File: src/kvfh_pkg.sv
// types, character codes and the hash mixing function for the key/value field hasher
// used by kvfh_in_reg, kvfh_core and key_value_field_hasher; no dependencies
`timescale 1ns / 1ps

package kvfh_pkg;

  // one input transaction held in the input register
  typedef struct packed {
    logic [7:0] text_byte;
    logic       end_of_text;
  } kvfh_item_t;

  // result flags, highest bit first; value_hashed is bit 0 on the tuser port
  typedef struct packed {
    logic name_defaulted;
    logic negate;
    logic value_hashed;
  } kvfh_flags_t;

  localparam logic [7:0] ChSpace    = 8'h20;
  localparam logic [7:0] ChTab      = 8'h09;
  localparam logic [7:0] ChComma    = 8'h2C;
  localparam logic [7:0] ChEquals   = 8'h3D;
  localparam logic [7:0] ChCaret    = 8'h5E;
  localparam logic [7:0] ChStar     = 8'h2A;
  localparam logic [7:0] ChQuestion = 8'h3F;

  localparam logic [4:0] ShiftStep   = 5'd5;
  localparam logic [4:0] WrapLimit   = 5'd24;
  localparam logic [5:0] WordBits    = 6'd32;
  localparam logic [31:0] WrapMask   = 32'h0000_007F;

  // one hash step: xor in the sign-extended byte at shift s, with wraparound bits
  function automatic logic [31:0] mix_byte(input logic [31:0] h, input logic [7:0] b,
                                           input logic [4:0] s);
    logic [31:0] sx;
    logic [31:0] res;
    logic [5:0]  rs;
    sx  = {{24{b[7]}}, b};
    rs  = WordBits - {1'b0, s};
    res = h ^ (sx << s);
    if (s > WrapLimit) begin
      res = res ^ ((sx >> rs) & WrapMask);
    end
    return res;
  endfunction

  // hash of the default name "Module", folded at elaboration
  function automatic logic [31:0] default_name_hash();
    logic [7:0]  name [6];
    logic [31:0] h;
    logic [4:0]  s;
    name[0] = 8'h4D;
    name[1] = 8'h6F;
    name[2] = 8'h64;
    name[3] = 8'h75;
    name[4] = 8'h6C;
    name[5] = 8'h65;
    h = '0;
    s = '0;
    for (int i = 0; i < 6; i++) begin
      h = mix_byte(h, name[i], s);
      s = s + ShiftStep;
    end
    return h;
  endfunction

  localparam logic [31:0] DefaultHash = default_name_hash();

endpackage

File: src/key_value_field_hasher.sv
// top level of the key/value field hasher: input register, parser/hash core, result register
// depends on kvfh_pkg, kvfh_in_reg and kvfh_core
// path: a closing byte goes through the input register, then the result register, before its result
// transaction is offered; while an earlier result is not yet taken it waits in the input register
// throughput: one byte per cycle; a closing byte waits only while a result is not yet taken
// reset: synchronous rst clears the field state and both valid flags; no clearing pass
`timescale 1ns / 1ps

module key_value_field_hasher (
  input  logic        clk,
  input  logic        rst,
  input  logic        s_tvalid,
  output logic        s_tready,
  input  logic [7:0]  s_tdata,   // [7:0] text_byte
  input  logic        s_tlast,   // end_of_text
  output logic        m_tvalid,
  input  logic        m_tready,
  output logic [63:0] m_tdata,   // [31:0] name_hash, [63:32] value_hash
  output logic [2:0]  m_tuser,   // [0] value_hashed, [1] negate, [2] name_defaulted
  output logic        m_tlast    // string_end
);
  import kvfh_pkg::*;

  kvfh_item_t  s_item;
  kvfh_item_t  item;
  kvfh_flags_t flags;
  logic        item_valid;
  logic        take;
  logic [31:0] name_hash;
  logic [31:0] value_hash;

  assign s_item.text_byte   = s_tdata;
  assign s_item.end_of_text = s_tlast;

  // input register
  kvfh_in_reg u_in_reg (
    .clk        (clk),
    .rst        (rst),
    .s_tvalid   (s_tvalid),
    .s_tready   (s_tready),
    .s_item     (s_item),
    .item_valid (item_valid),
    .item       (item),
    .take       (take)
  );

  // parser, hash state and result register
  kvfh_core u_core (
    .clk        (clk),
    .rst        (rst),
    .item_valid (item_valid),
    .item       (item),
    .take       (take),
    .m_tvalid   (m_tvalid),
    .m_tready   (m_tready),
    .name_hash  (name_hash),
    .value_hash (value_hash),
    .flags      (flags),
    .string_end (m_tlast)
  );

  // output packing
  assign m_tdata = {value_hash, name_hash};
  assign m_tuser = flags;

endmodule

File: src/kvfh_in_reg.sv
// input register stage of the key/value field hasher
// depends on kvfh_pkg for the item type
`timescale 1ns / 1ps

module kvfh_in_reg (
  input  logic               clk,
  input  logic               rst,
  input  logic               s_tvalid,
  output logic               s_tready,
  input  kvfh_pkg::kvfh_item_t s_item,
  output logic               item_valid,
  output kvfh_pkg::kvfh_item_t item,
  input  logic               take
);
  import kvfh_pkg::*;

  // free when empty or when the held item moves on this cycle
  assign s_tready = !item_valid || take;

  // valid flag
  always_ff @(posedge clk) begin
    if (rst) begin
      item_valid <= 1'b0;
    end else if (s_tvalid && s_tready) begin
      item_valid <= 1'b1;
    end else if (take) begin
      item_valid <= 1'b0;
    end
  end

  // payload
  always_ff @(posedge clk) begin
    if (s_tvalid && s_tready) begin
      item <= s_item;
    end
  end

endmodule

File: src/kvfh_core.sv
// field parser, hash state and result register of the key/value field hasher
// depends on kvfh_pkg for types, character codes and mix_byte
`timescale 1ns / 1ps

module kvfh_core (
  input  logic                 clk,
  input  logic                 rst,
  input  logic                 item_valid,
  input  kvfh_pkg::kvfh_item_t item,
  output logic                 take,
  output logic                 m_tvalid,
  input  logic                 m_tready,
  output logic [31:0]          name_hash,
  output logic [31:0]          value_hash,
  output kvfh_pkg::kvfh_flags_t flags,
  output logic                 string_end
);
  import kvfh_pkg::*;

  logic        in_value_part, in_value_part_next;
  logic [31:0] saved_name_hash, saved_name_hash_next;
  logic        saved_name_empty, saved_name_empty_next;
  logic [31:0] running_hash, running_hash_next;
  logic [31:0] committed_hash, committed_hash_next;
  logic [4:0]  hash_shift, hash_shift_next;
  logic        seen_text, seen_text_next;
  logic        wildcard_seen, wildcard_seen_next;
  logic        caret_seen, caret_seen_next;

  logic [7:0]  c;
  logic        is_space, is_comma, is_sep, is_wild, close, out_free, step, defaulted;
  logic [31:0] mixed;

  // character classes
  assign c        = item.text_byte;
  assign is_space = (c == ChSpace) || (c == ChTab);
  assign is_comma = (c == ChComma);
  assign is_sep   = !in_value_part && ((c == ChEquals) || (c == ChCaret));
  assign is_wild  = (c == ChStar) || (c == ChQuestion);
  assign close    = item.end_of_text || is_comma;
  assign mixed    = mix_byte(running_hash, c, hash_shift);

  // an item moves on unless it closes a field while the result register is full and not being taken
  assign out_free = !m_tvalid || m_tready;
  assign take     = item_valid && (!close || out_free);
  assign step     = take;

  // next state for one byte
  always_comb begin
    in_value_part_next    = in_value_part;
    saved_name_hash_next  = saved_name_hash;
    saved_name_empty_next = saved_name_empty;
    running_hash_next     = running_hash;
    committed_hash_next   = committed_hash;
    hash_shift_next       = hash_shift;
    seen_text_next        = seen_text;
    wildcard_seen_next    = wildcard_seen;
    caret_seen_next       = caret_seen;
    if (is_comma) begin
      // separator between fields, not text
    end else if (is_sep) begin
      caret_seen_next       = caret_seen || (c == ChCaret);
      saved_name_hash_next  = committed_hash;
      saved_name_empty_next = !seen_text;
      in_value_part_next    = 1'b1;
      running_hash_next     = '0;
      committed_hash_next   = '0;
      hash_shift_next       = '0;
      seen_text_next        = 1'b0;
    end else begin
      if (in_value_part && is_wild) begin
        wildcard_seen_next = 1'b1;
      end
      // leading blanks skipped, trailing blanks hashed but not committed
      if (seen_text || !is_space) begin
        seen_text_next    = 1'b1;
        running_hash_next = mixed;
        hash_shift_next   = hash_shift + ShiftStep;
        if (!is_space) begin
          committed_hash_next = mixed;
        end
      end
    end
  end

  assign defaulted = !in_value_part_next || saved_name_empty_next;

  // field state, cleared when a field closes
  always_ff @(posedge clk) begin
    if (rst || (step && close)) begin
      in_value_part    <= 1'b0;
      saved_name_hash  <= '0;
      saved_name_empty <= 1'b1;
      running_hash     <= '0;
      committed_hash   <= '0;
      hash_shift       <= '0;
      seen_text        <= 1'b0;
      wildcard_seen    <= 1'b0;
      caret_seen       <= 1'b0;
    end else if (step) begin
      in_value_part    <= in_value_part_next;
      saved_name_hash  <= saved_name_hash_next;
      saved_name_empty <= saved_name_empty_next;
      running_hash     <= running_hash_next;
      committed_hash   <= committed_hash_next;
      hash_shift       <= hash_shift_next;
      seen_text        <= seen_text_next;
      wildcard_seen    <= wildcard_seen_next;
      caret_seen       <= caret_seen_next;
    end
  end

  // result valid
  always_ff @(posedge clk) begin
    if (rst) begin
      m_tvalid <= 1'b0;
    end else if (step && close) begin
      m_tvalid <= 1'b1;
    end else if (m_tready) begin
      m_tvalid <= 1'b0;
    end
  end

  // result payload
  always_ff @(posedge clk) begin
    if (step && close) begin
      name_hash            <= defaulted ? DefaultHash : saved_name_hash_next;
      value_hash           <= wildcard_seen_next ? 32'd0 : committed_hash_next;
      flags.value_hashed   <= !wildcard_seen_next;
      flags.negate         <= caret_seen_next;
      flags.name_defaulted <= defaulted;
      string_end           <= item.end_of_text;
    end
  end

  // a closed field leaves clean state behind
  a_clear_after_close: assert property (@(posedge clk) disable iff (rst)
    step && close |=> !in_value_part && !seen_text && !wildcard_seen && !caret_seen
                      && (hash_shift == 5'd0))
    else $error("field state not cleared after close");

  // a wildcard-tagged value carries no hash
  a_wild_zero: assert property (@(posedge clk) disable iff (rst)
    m_tvalid && !flags.value_hashed |-> value_hash == 32'd0)
    else $error("value hash nonzero with wildcard");

  // a defaulted name carries the default hash
  a_default_name: assert property (@(posedge clk) disable iff (rst)
    m_tvalid && flags.name_defaulted |-> name_hash == DefaultHash)
    else $error("defaulted name hash wrong");

  // a closing byte never overwrites a result still waiting
  a_no_overwrite: assert property (@(posedge clk) disable iff (rst)
    m_tvalid && !m_tready |-> !(step && close))
    else $error("pending result overwritten");

  // leading blanks never start the text
  a_blank_skip: assert property (@(posedge clk) disable iff (rst)
    step && !seen_text && is_space && !close |=> !seen_text)
    else $error("leading blank counted as text");

endmodule

File: config.mk
export PLATFORM = sky130hd
export DESIGN_NAME = key_value_field_hasher
export DESIGN_NICKNAME = d
export VERILOG_FILES = /design/src/kvfh_pkg.sv /design/src/key_value_field_hasher.sv /design/src/kvfh_in_reg.sv /design/src/kvfh_core.sv
export SDC_FILE = /design/constraint.sdc
export NUM_CORES = 1
export LEC_CHECK = 0
export BUFFER_PORTS_ARGS = -buffer_cell sky130_fd_sc_hd__buf_4
export CAP_MARGIN = 0
export CORE_ASPECT_RATIO = 0.5
export CORE_MARGIN = 3
export CORE_UTILIZATION = 64
export DETAILED_ROUTE_END_ITERATION = 8
export GPL_TIMING_DRIVEN = 0
export HOLD_SLACK_MARGIN = 0.03
export MAX_ROUTING_LAYER = met4
export PLACE_DENSITY = 0.84
export RECOVER_POWER = 50
export SYNTH_ARGS = -nofsm -noshare
export SYNTH_HDL_FRONTEND = slang
export SYNTH_SLANG_ARGS = --single-unit
File: constraint.sdc
create_clock -name clk -period 11.5 [get_ports clk]
set_clock_uncertainty 0.1 [all_clocks]
set_input_delay 0.575 -clock clk [delete_from_list [all_inputs] [get_ports clk]]
set_output_delay 0.575 -clock clk [all_outputs]
set_load 0.02 [all_outputs]
==> flow_summary.toml, run 1 <==
[hold_path]
min_path_type = "primary input to flop"

[power_and_ir_drop]
vdd_ir_drop_max_uv = 84.8
p_per_area_nw_per_um2 = 156
leakagePower_nw = 3.47

[global_routing]
grt_pass1_vias = 7760
grt_max_degree = 41
overflow = 0
grt_first_pass_wirelength_mm = 43.8
track_usage_pct = 38.5
antenna_found_initial = 0

[cells_and_area]
fin_nets = 1037
syn2layout_area_growth_pct = 13.4
fill_cells = 819
drive_above_1_share_pct = 11.0
num_antenna_cells = 0
mostFrequentLayoutCell = "nand2_1"
final_cell_mix = "nand2_1, dfxtp_1, clkbuf_1, edfxtp_1, a21oi_1"

[placed_design]
place_ws_ns = 8.14
io_buffers = 82
place_congestion = 0.925
hpwl_mm = 18.9

[worst_setup_path]
worst_ep_arrival_time_ns = 4.65
startpoint_type = "flop"
path_class = "flop to flop"
cp_max_fo = 40
worstSetupEndpointType = "flop"
crit_required_ns = 11.53

[detailed_routing]
drc_errors = 0
drt_iter0_markers = 1570
wl_per_cell_um = 23.6
postRouteAntennaNets = 0
viasPerCell = 6.84
wl_mm = 28.8
first_pass_iters = 6
routed-via-count = 8351

[clock_network]
insertion_delay_ns = 0.44
hold_buffers = 0
ctsLongestPathBuffers = 2
post-cts-setup-buffers = 0
htree_levels = 4
cts_tree = "yes"
cts-root-buf = "clkbuf_16"
cts_resized = 0
clk_pin_slew_worst_paths_ns = 0.08
cts.sinks = 185
cts_buffers = 17

[synthesis]
synth_top_area_share_pct = 26.0
yosysWarnings = 0
synth-edff-count = 77
synth_nets = 935
synth_area_per_cell_um2 = 9.67
synth_cell_type_count = 68
synth.largest_area_cell = "edfxtp_1"
syn_area_um2 = 8900
synth_seq_cells = 185
synth_flop_cell = "dfxtp_1"
synthTopCellsByArea = "edfxtp_1, dfxtp_1, nand2_1, a21oi_1, a22o_1"
ys_seq_area_share_pct = 50.3
synth-async-reset-ratio_pct = 0
synth_cells = 920

[timing]
slew_headroom_pct = -75.7
tightest_slew_ns = 2.63
setup_viol = 0
hold_viol = 0
period_share_pct = 40.2
finalMaxSlewViolations = 29
worst_slack_ns = 6.88
period_minus_slack_ns = 4.62
fmax_mhz = 216
finalSetupTns_ns = 0
rsz0062_at_grt = "false"

[run_status]
violations = "max-capacitance violations, max-slew violations"
status = "finished, violations left"

[floorplan]
initial_core_util_pct = 67.7
die_h_um = 89.4
die_area_um2 = 15400
dieWidth_um = 173
row_count = 29
core_um2 = 13100
io_pins = 83

[job]
maxCapViolCount = 1
[path summary, 6_finish.rpt]
| check | from | end | slack [ns] | depth (start not counted) |
|---|---|---|---|---|
| worst max-delay path | u_in_reg.item[5] | u_core.name_hash[24] | 6.88 | 6 |
| worst min-delay path | rst | u_in_reg.item_valid | 0.22 | 2 |
| worst max register to register | u_in_reg.item[5] | u_core.name_hash[24] | 6.88 | 6 |
| worst min register to register | u_core.saved_name_hash[3] | u_core.saved_name_hash[3] | 0.37 | 2 |
[kinds of logic (layout without fill, tap and decap cells)]
kind of cell / after synthesis / in the layout / synth area share (%)
fa+ha+maj: 2 / 2 / 0.281
simple gates: 334 / 334 / 17.3
compound gates: 246 / 246 / 18.6
xor+xnor: 39 / 39 / 3.84
buf+inv: 83 / 198 / 4.86
mux: 31 / 31 / 4.84
flops: 185 / 185 / 50.3
[sequential cells by signal, indices dropped and copies added (netlist names), 3 cells and up]
register,count
u_core.value_hash,32
u_core.saved_name_hash,32
u_core.committed_hash,32
u_core.name_hash,32
u_in_reg.item,9
u_core.running_hash,32
u_core.hash_shift,5
u_core.flags,3
[per-stage QoR]
stage               total power (W)  cells  area [um^2]  utilization (%)  hold slack (ns)
floorplan                  0.000876    920         8900                -            0.337
global placement           0.000938   1188         9750             74.2            0.342
detailed placement         0.000945   1189         9770             74.4            0.348
CTS                         0.00157   1221        10400             79.3            0.199
global route                0.00161   1221        10100             76.8            0.220
finish                      0.00157   1221        10100             76.8            0.219
[metal layers]
| layer | track usage [%] | routed length (um) |
|---|---|---|
| met5 | - | 0 |
| met2 | 58.4 | 12200 |
| met4 | 16.5 | 1350 |
| met3 | 11.8 | 4190 |
| met1 | 48.7 | 11100 |
[cell usage after synthesis, drive strengths merged (3+ instances only)]
| library cell | n |
|---|---|
| edfxtp | 77 |
| dfxtp | 108 |
| a22oi | 4 |
| a211o | 3 |
| a31oi | 20 |
| a21boi | 4 |
| xnor2 | 20 |
| or3 | 18 |
| mux2 | 6 |
| mux2i | 16 |
| o2bb2ai | 14 |
| a22o | 40 |
| clkbuf | 18 |
| nor2b | 8 |
| and2 | 8 |
| nand2b | 11 |
| o211ai | 3 |
| a32oi | 3 |
| nor3 | 9 |
| o31ai | 3 |
| a21oi | 74 |
| xor2 | 19 |
| o22ai | 3 |
| mux4 | 9 |
| nand3 | 39 |
| inv | 12 |
| a31o | 5 |
| nand3b | 6 |
| o21ai | 41 |
| a21o | 9 |
| nand2 | 188 |
| buf | 53 |
| nor2 | 34 |
[power breakdown]
| part | switching, W | internal, W | total, W |
|---|---|---|---|
| sequential | 0.0000266 | 0.000712 | 0.000739 |
| combinational | 0.000129 | 0.0000689 | 0.000198 |
| clock | 0.000328 | 0.000308 | 0.000636 |
| total | 0.000483 | 0.00109 | 0.00157 |
[critical path: stages, from the launching register on]
cell and delay, ns:
edfxtp_1 0.38, clkbuf_1 0.26, or4_1 0.65, o21ai_0 0.50, nand2_1 0.15, nor2_1 1.94, buf_12 0.31
[area by class of cell]
type,instances,area [um^2],share of cell area (%)
Multi-Input combinational cell,652,3960,39.3
Sequential cell,185,4470,44.4
Clock inverter,15,220,2.18
Clock buffer,17,425,4.22
Buffer,71,352,3.49
Tap cell,186,233,2.31
Inverter,12,45.0,0.446
Timing Repair Buffer,83,377,3.73
No activity file was read; power rests on OpenSTA's default activity.
==> inputs of run 2 (changes only) <==
--- a/config.mk
+++ b/config.mk
@@ -5,16 +5,17 @@
 export SDC_FILE = /design/constraint.sdc
 export NUM_CORES = 1
 export LEC_CHECK = 0
+export ABC_AREA = 1
 export BUFFER_PORTS_ARGS = -buffer_cell sky130_fd_sc_hd__buf_4
 export CAP_MARGIN = 0
 export CORE_ASPECT_RATIO = 0.5
 export CORE_MARGIN = 3
-export CORE_UTILIZATION = 64
+export CORE_UTILIZATION = 54
 export DETAILED_ROUTE_END_ITERATION = 8
 export GPL_TIMING_DRIVEN = 0
 export HOLD_SLACK_MARGIN = 0.03
 export MAX_ROUTING_LAYER = met4
-export PLACE_DENSITY = 0.84
+export PLACE_DENSITY = 0.75
 export RECOVER_POWER = 50
 export SYNTH_ARGS = -nofsm -noshare
 export SYNTH_HDL_FRONTEND = slang
==> constraint.sdc (replaced) <==
create_clock -name clk -period 4.07 [get_ports clk]
set_clock_uncertainty 0.1 [all_clocks]
set_input_delay 0.2035 -clock clk [delete_from_list [all_inputs] [get_ports clk]]
set_output_delay 0.2035 -clock clk [all_outputs]
set_load 0.02 [all_outputs]
==> run 2 against run 1 <==
Against the previous run: the flow now finishes without violations; utilization down 12 points; first-iteration DRC count down 41%; combinational power grew to 3.0 times the previous value; sequential power grew to 2.8 times the previous value; flip-flop and latch count unchanged; register-to-register slack got worse by 6.2 ns.
==> flow_summary.toml, run 2 <==
[run_status]
status = "complete, no violations"

[clock_network]
htree_levels = 4
cts.sinks = 185
cts_tree = "yes"
post-cts-setup-buffers = 0
cts_buffers = 17
ctsLongestPathBuffers = 2
clk_pin_slew_worst_paths_ns = 0.08
insertion_delay_ns = 0.44
cts-root-buf = "clkbuf_16"

[placed_design]
place_congestion = 0.968
hpwl_mm = 21.4
io_buffers = 82
dp.cells = 1595

[synthesis]
synth-async-reset-ratio_pct = 0
synth_common_cells = "nand2_1, nand3_1, nor2_1"
synth_cell_type_count = 40
synth.largest_area_cell = "edfxtp_1"
ys_seq_area_share_pct = 46.4
synth-edff-count = 77
synth_fa_ha_area_share_pct = 0.260
synth_seq_cells = 185
synth-xor-area-share_pct = 0.818
yosysMostFrequentCell = "nand2_1"
synthMuxAreaShare_pct = 0
syn_area_um2 = 9640
synth_area_per_cell_um2 = 7.50
synth_top_area_share_pct = 24.0
synth_flop_cell = "dfxtp_1"
synth_nets = 1300
synth_top_family_by_area = "simple AND/OR/NAND/NOR gates"
synth_cells = 1285
synth-simple-area-share_pct = 33.4
synth-compound-area-share_pct = 10.5
yosysWarnings = 0
synthTopCellsByArea = "edfxtp_1, dfxtp_1, nand2_1, nand3_1, nor2_1"

[worst_setup_path]
r2r_end = "u_core.saved_name_hash[28]"
path_class = "flop to flop"
crit_required_ns = 4.34
crit_path_start = "u_in_reg.item[8]"
reg2reg_slack_ns = 0.66
cp_max_fo = 10
startpoint_type = "flop"
crit_end = "u_core.saved_name_hash[28]"
critPathTopFamily = "simple AND/OR/NAND/NOR gates"
crit_buf_inv = 6
slowest_stage = "edfxtp_1"
cpPeakStageDelay_ns = 0.37
path_cells = "clkbuf_1 > inv_4 > nand2_1 > nor3_1 > nand2_1 > inv_2 > or2_0 > nand3_2 > nand2_1 > inv_2 > nand2_1 > nand2_4 > clkbuf_1 > buf_6 > a21oi_1"
worstSetupEndpointType = "flop"
worst_ep_arrival_time_ns = 3.68
reg2regPathDepth = 15
path_depth = 15
cp_common_cell = "nand2_1"
r2r_start = "u_in_reg.item[8]"

[floorplan]
core_um2 = 16900
io_pins = 83
die_h_um = 100
die_area_um2 = 19600
dieWidth_um = 195
row_count = 33
initial_core_util_pct = 56.9

[hold_path]
min-delay-start = "s_tvalid"
min_path_type = "primary input to flop"
min_delay_path_depth = 3

[cells_and_area]
final_cell_mix = "nand2_1, nand3_1, nor2_1, dfxtp_1, clkbuf_1"
num_antenna_cells = 0
mostFrequentLayoutCell = "nand2_1"
final_cells = 1639
drive_above_1_share_pct = 9.28
syn2layout_area_growth_pct = 13.2
fill_cells = 1518
fin_nets = 1414
post-route-util_pct = 64.4

[global_routing]
grt_pass1_vias = 8513
track_usage_pct = 30.2
antenna_found_initial = 0
grt_first_pass_wirelength_mm = 45.3
grt_max_degree = 42
overflow = 0

[timing]
slew_headroom_pct = 34.8
worst_hold_slack_ns = 0.289
finalSetupTns_ns = 0
finalMaxSlewViolations = 0
period_share_pct = 83.8
hold_viol = 0
period_minus_slack_ns = 3.41
fmax_mhz = 293
tightest_slew_ns = 0.966
setup_viol = 0
rsz0062_at_grt = "false"

[detailed_routing]
routed-via-count = 9302
postRouteAntennaNets = 0
viasPerCell = 5.68
first_pass_iters = 6
wl_mm = 28.7
wl_per_cell_um = 17.5
drt_iter0_markers = 928
drc_errors = 0

[job]
maxCapViolCount = 0

[power_and_ir_drop]
leakagePower_nw = 4.35
p_per_area_nw_per_um2 = 400
report.power.total_w = 0.00436
vdd_ir_drop_max_uv = 299
-- run 2: area by class of cell --
cell class	instances	area (um^2)	area share [%]
multi-input cells	921	4280	39.2
clock inverters	13	154	1.41
flip-flops and latches	185	4470	41.0
clock buffers	19	443	4.06
plain buffers	72	377	3.45
well taps	227	284	2.60
repair buffers	95	493	4.52
inverters	107	404	3.70
-- run 2: how the worst min path moves through the flow --
| stage | to | slack (ns) |
|---|---|---|
| detailed placement | u_in_reg.item[3] | 0.28 |
| finish | u_in_reg.item[0] | 0.29 |
| global placement | u_in_reg.item[8] | 0.28 |
| global route | u_in_reg.item[0] | 0.33 |
| CTS | u_in_reg.item[0] | 0.29 |
| floorplan | u_core.m_tvalid | 0.17 |
-- run 2: per-stage QoR --
step | area [um^2] | setup slack [ns]
finish | 10900 | 0.657
global route | 10900 | 0.422
CTS | 11300 | 0.974
detailed placement | 10600 | 0.991
global placement | 10500 | 0.242
floorplan | 9640 | 0.915
-- run 2: logic make-up (layout without fill, tap and decap cells) --
family	Yosys count	in the layout
buf+inv	179	306
simple gates	756	756
flops	185	185
compound gates	154	154
xor+xnor	9	9
fa+ha+maj	2	2
-- run 2: power breakdown --
part           switching (W)  leakage, nW  internal, W
Sequential         0.0000556         1.50      0.00200
Clock               0.000810        0.282     0.000890
Combinational       0.000414         2.57     0.000189
-- run 2: worst register-to-register path: cells and delay by family (launching register included) --
kind            cells  cell delay [ns]
buf+inv             6             1.15
simple gates        8             1.58
compound gates      1             0.16
flops               1             0.37
-- run 2: timing repair --
item | in CTS | in global routing
hold buffers | 12 | 0
endpoints found under the hold margin | 11 | 0
resized for setup | 0 | 0
-- run 2: routing by layer --
metal / GRT usage (%) / vias up / wire (um)
met5: - / - / 0
met4: 5.69 / 0 / 269
met3: 5.94 / 29 / 3080
met2: 46.6 / 476 / 12700
met1: 42.1 / 4347 / 12600
li1: - / 4450 / -
